==> src/design/fccw_pkg.sv <==
// Package for the FAT12 cluster chain walker.
// Holds the request and register codes and the controller/datapath structs.
// No dependencies.
`default_nettype none

package fccw_pkg;

    localparam int ClusterWidth = 12;
    localparam int LbaWidth     = 20;
    localparam int PosWidth     = 13;

    // Request type codes.
    localparam logic [1:0] REQ_LOAD    = 2'd0;
    localparam logic [1:0] REQ_START   = 2'd1;
    localparam logic [1:0] REQ_ADVANCE = 2'd2;

    // Configuration register indexes.
    localparam logic REG_DATA_START = 1'b0;
    localparam logic REG_SPC        = 1'b1;

    localparam logic [ClusterWidth-1:0] END_OF_CHAIN = 12'hFF8;
    localparam logic [7:0]              BYTE_BEYOND  = 8'hFF;

    // Commands from the controller to the datapath.
    typedef struct packed {
        logic write;       // load transaction: write one FAT byte
        logic take_first;  // start transaction: load first_cluster
        logic rd_hi;       // second FAT read, capture low byte and address
        logic finish;      // combine bytes and emit the result
    } cmd_t;

    // Status from the datapath to the controller.
    typedef struct packed {
        logic active;
    } status_t;

endpackage

`default_nettype wire

==> src/design/fccw_ctrl.sv <==
// Controller of the FAT12 cluster chain walker: accepts transactions and
// sequences the two FAT reads and the result. Depends on fccw_pkg.
`default_nettype none

module fccw_ctrl (
    input  wire logic             clk,
    input  wire logic             rst_n,
    input  wire logic             start,
    input  wire logic [1:0]       req_type,
    input  wire fccw_pkg::status_t status,
    output logic                  busy,
    output fccw_pkg::cmd_t        cmd
);

    typedef enum logic [2:0] {
        ST_IDLE = 3'b001,
        ST_RDHI = 3'b010,
        ST_FIN  = 3'b100
    } state_t;

    state_t state_reg;
    state_t state_next;
    logic   accept;
    logic   walk;

    assign busy   = (state_reg != ST_IDLE);
    assign accept = start && !busy;
    // An advance with no chain in progress is dropped without a result.
    assign walk   = accept && ((req_type == fccw_pkg::REQ_START) ||
                               ((req_type == fccw_pkg::REQ_ADVANCE) && status.active));

    always_comb
    begin
        state_next = state_reg;
        unique case (state_reg)
            ST_IDLE:
            begin
                if (walk)
                begin
                    state_next = ST_RDHI;
                end
            end
            ST_RDHI: state_next = ST_FIN;
            ST_FIN:  state_next = ST_IDLE;
            default: state_next = ST_IDLE;
        endcase
    end

    always_ff @(posedge clk or negedge rst_n)
    begin
        if (!rst_n)
        begin
            state_reg <= ST_IDLE;
        end
        else
        begin
            state_reg <= state_next;
        end
    end

    always_comb
    begin
        cmd.write      = accept && (req_type == fccw_pkg::REQ_LOAD);
        cmd.take_first = accept && (req_type == fccw_pkg::REQ_START);
        cmd.rd_hi      = (state_reg == ST_RDHI);
        cmd.finish     = (state_reg == ST_FIN);
    end

endmodule

`default_nettype wire

==> config.mk <==
export PLATFORM = sky130hd
export DESIGN_NAME = fccw_ctrl
export DESIGN_NICKNAME = d
export VERILOG_FILES = /design/src/design/fccw_pkg.sv /design/src/design/fccw_ctrl.sv
export SDC_FILE = /design/constraint.sdc
export NUM_CORES = 1
export LEC_CHECK = 0
export BUFFER_PORTS_ARGS = -buffer_cell sky130_fd_sc_hd__buf_2
export CORE_AREA = 2 2 39 41
export CTS_BUF_LIST = sky130_fd_sc_hd__clkbuf_2 sky130_fd_sc_hd__clkbuf_4 sky130_fd_sc_hd__clkbuf_8
export DETAILED_ROUTE_END_ITERATION = 10
export DIE_AREA = 0 0 41 43
export PLACE_DENSITY = 0.42
export RECOVER_POWER = 100
export SLEW_MARGIN = 20
export SYNTH_ARGS = -nofsm -noshare
export SYNTH_HDL_FRONTEND = slang
export SYNTH_SLANG_ARGS = --single-unit
==> constraint.sdc <==
create_clock -name clk -period 2.6 [get_ports clk]
set_clock_uncertainty 0.05 [all_clocks]
set_input_delay 0.26 -clock clk [delete_from_list [all_inputs] [get_ports clk]]
set_output_delay 0.26 -clock clk [all_outputs]
set_load 0.01 [all_outputs]
Word-level counts from Yosys, hierarchy flattened:

Index checks and enable logic that the tools add are counted.

* reduce and logical (&&, ||, !) cells: 8
* equal/unequal tests: 7
* muxes and demuxes: 2

Operator list (number)
* 3-bit one-hot mux with 2 select lines: 1
* 1-bit logical AND: 5
* 3-bit by 1-bit equality test with 1-bit output (second input constant): 1
* 3-bit by 2-bit equality test with 1-bit output (second input constant): 1
* 3-bit equality test (second input constant): 1
* 3-bit two-way mux: 1
* 3-bit by 1-bit inequality test with 1-bit output (second input constant): 1
* 2-bit by 1-bit equality test with 1-bit output (second input constant): 1
* 2-bit equality test (second input constant): 1
* 2-bit zero test: 1
* 2-bit inequality test (second input constant): 1
* 1-bit zero test: 1
* 1-bit logical OR: 1

* output and inout port bits: 5
* word-level logic and storage cells: 18
* bits of input ports: 6
* bits in registers: 3

Depth between registers and ports, before layout:

* depth in word-level cells: 6
* mapped depth: 3
* mapped depth without buffers: 3

Worst setup path before layout:

OpenSTA, ideal clock, no wires.

* path type: flip-flop to output port
* from: reg state_reg[0]
* to: out cmd[3] in the netlist's numbering
* data arrival time: 0.966 ns
* path slack: 1.324 ns
* stages on the path, launching flop included: 3
* required time: 2.290 ns
* cells stage by stage: dfstp_2 -> nand4bb_4 -> nor3_1

RTL lines
* start, declared: RTL line fccw_ctrl.sv:21 `state_t state_reg;`
* start signal, assigned: RTL line fccw_ctrl.sv:57 `state_reg <= state_next;`
* end, declared: RTL line fccw_ctrl.sv:12 `output fccw_pkg::cmd_t cmd`

==> qor.csv <==
stage;metric;value;unit
layout;syn_to_final_growth;46.9;%
sta;setup_ws;958;ps
global_routing;grt_overflow;0;
power_and_ir_drop;pwr-share-clk;55.3;%
placement;gp_congestion;0.518;
power_and_ir_drop;p_leak;0.108;nW
sta;slew_viol_final;0;
logic_synthesis;synth_mux_area_share;0;%
critical_path;setup.worst_path.start;state_reg[0];
critical_path;required;2290;ps
job;cap_viol_max_count;0;
logic_synthesis;synth_top_cell_area_share;28.0;%
critical_path;cp_data_arrival_time;1330;ps
logic_synthesis;synth-xor-area-share;0;%
critical_path;criticalPathCategory;reg2out;
sta;rsz0062_at_grt;no;
sta;fin_crit_sh;63.2;%
logic_synthesis;yosys-top-cells-area;dfrtp_1, nand4bb_4, dfstp_2, nor3b_1, nor3b_2;
logic_synthesis;syn_area_per_cell;12.8;sq um
drt;viasPerCell;3.78;
sta;clock.fmax;609;MHz
layout;largest_reg_flops;3;
outcome;status;finished, final reports clean;
floorplanning;ios;11;
sta;whs;282;ps
critical_path;critical-path-max-stage-delay;590;ps
logic_synthesis;yosysTopAreaCell;dfrtp_1;
sta;setup-violations-final;0;
logic_synthesis;yosysUniqueCellTypes;11;
logic_synthesis;ys_seq_area_share;42.7;%
global_routing;antenna_found_initial;0;
drt;wirelength;383;um
drt;drtAntennaViolNets;0;
floorplanning;die_w;41;um
clocking;post_cts_buffers;0;
power_and_ir_drop;p_int;0.000129;W
layout;nets;36;
critical_path;path_cells;nand4bb_2 -> nor3b_1 -> buf_2;
critical_path;slowest_stage;dfstp_1;
clocking;h-tree-depth;1;
power_and_ir_drop;power.switching;0.0000354;W
floorplanning;num_rows;14;
power_and_ir_drop;p_sw_share;21.6;%
clocking;clkSinkCount;3;
logic_synthesis;synthCells;14;
global_routing;grtUsageTotal;6.33;%
logic_synthesis;synth-compound-area-share;4.90;%
global_routing;first_global_vias;169;
drt;wl_per_cell;8.51;um
floorplanning;start_util;12.9;%
clocking;cts_tree;done;
layout;nFillCells;171;
floorplanning;die_y;43;um
layout;drive_gt1_share;34.5;%
layout;diodes;0;
global_routing;grt_pass1_wl;676;um
logic_synthesis;yosys_warnings;0;
clocking;cts_root_buffer;clkbuf_4;
power_and_ir_drop;powerDensity;624;nW/um^2
clocking;clock_latency;230;ps
power_and_ir_drop;power_frac_seq;32.3;%
logic_synthesis;synth-seq-cells;3;
sta;finalCriticalPeriod;1640;ps
logic_synthesis;syn-cell-area;179;sq um
critical_path;cp-start-kind;register;
sta;hold_viol;0;
sta;tns;0;ps
worst_hold_path;min-delay-start;status;
drt;drc_errors;0;
logic_synthesis;synthAdderAreaFrac;0;%
sta;relSlewSlack;83.9;%
clocking;numCtsBuffers;3;
logic_synthesis;synth_top_family_by_area;simple AND/OR/NAND/NOR gates;
critical_path;rr_startpoint;state_reg[0];
drt;dr.first_iter.drc_count;0;
clocking;clkTransAtPathRegs;30;ps
floorplanning;die_area;1760;sq um
placement;io_buffers;10;
sta;tightest_slew;241;ps
worst_hold_path;hold_class;in2reg;
logic_synthesis;syn_nets;20;
critical_path;path_max_fanout;5;
floorplanning;core_area;1380;sq um
drt;vias;170;
power_and_ir_drop;power_frac_comb;12.4;%
global_routing;grt_max_degree;6;
layout;layout_common_cells;buf_2, clkbuf_1, nor3b_1, clkbuf_4, dfrtp_1;
placement;place_ws;1230;ps
logic_synthesis;synth-simple-area-share;52.4;%
clocking;cts_buffer_depth;2;
critical_path;end_kind;output port;
power_and_ir_drop;ir_worst_vdd;0.123;mV
placement;dp_hpwl;323;um
drt;drt_pass1_iterations;1;
## layout make-up
| type | count | area (sq um) | area share, % |
|---|---|---|---|
| multi-input cells | 11 | 82.6 | 31.4 |
| flip-flops and latches | 3 | 76.3 | 29.0 |
| repair buffers | 11 | 53.8 | 20.5 |
| clock buffers | 4 | 30.0 | 11.4 |
| well taps | 16 | 20.0 | 7.62 |
## stage by stage
| stage | instance area, sq um | std cells | util (%) | total power (W) |
|---|---|---|---|---|
| after global routing | 263 | 45 | 19.0 | 0.000175 |
| after CTS | 289 | 45 | 20.9 | 0.000175 |
| after floorplan | 179 | 14 | - | 0.0000675 |
| final | 263 | 45 | 19.0 | 0.000164 |
| after global placement | 249 | 40 | 18.0 | 0.0000776 |
| after detailed placement | 249 | 40 | 18.0 | 0.0000786 |
## final timing paths
path / to / slack (ps) / cells past startpoint
max in group asynchronous: state_reg[0] / 1970 / 2
min in group asynchronous: state_reg[2] / 310 / 2
max: cmd[2] / 960 / 3
max reg2reg: state_reg[0] / 1470 / 3
min: state_reg[1] / 280 / 3
min reg2reg: state_reg[2] / 450 / 1
## worst max-delay path, delay by kind of cell (launching register included)
kind / cells / cell delay, ps
flops: 1 / 590
buf+inv: 1 / 170
simple gates: 2 / 350
## power by group through the flow
stage                     sequential (W)   clock, W  combinational, W
final                          0.0000530  0.0000906         0.0000204
after global routing           0.0000536  0.0000990         0.0000223
after CTS                      0.0000540  0.0000953         0.0000252
after detailed placement       0.0000546          0         0.0000240
after global placement         0.0000542          0         0.0000234
after floorplan                0.0000537          0         0.0000138
## cell usage after synthesis
master     count
nand3b_1       1
dfstp_2        1
nand2b_1       1
a21oi_2        1
or3b_1         1
nor3_1         1
nand4bb_4      1
dfrtp_1        2
nor3b_2        1
nor3b_1        3
nor2_1         1
## repair_timing
action	CTS	global route
hold endpoints to repair	3	0
gates resized for setup	0	0
hold buffers	1	0
## per-layer routing
| layer | GRT usage, % | wire length (um) |
|---|---|---|
| met1 | 5.16 | 109 |
| met3 | 5.24 | 44 |
| met5 | 0 | 0 |
| met2 | 8.75 | 230 |
| met4 | 6.00 | 0 |
## logic make-up after synthesis
group | after synthesis
compound gates | 1
flops | 3
simple gates | 10
Note: power is estimated with default switching activity, not from simulation.
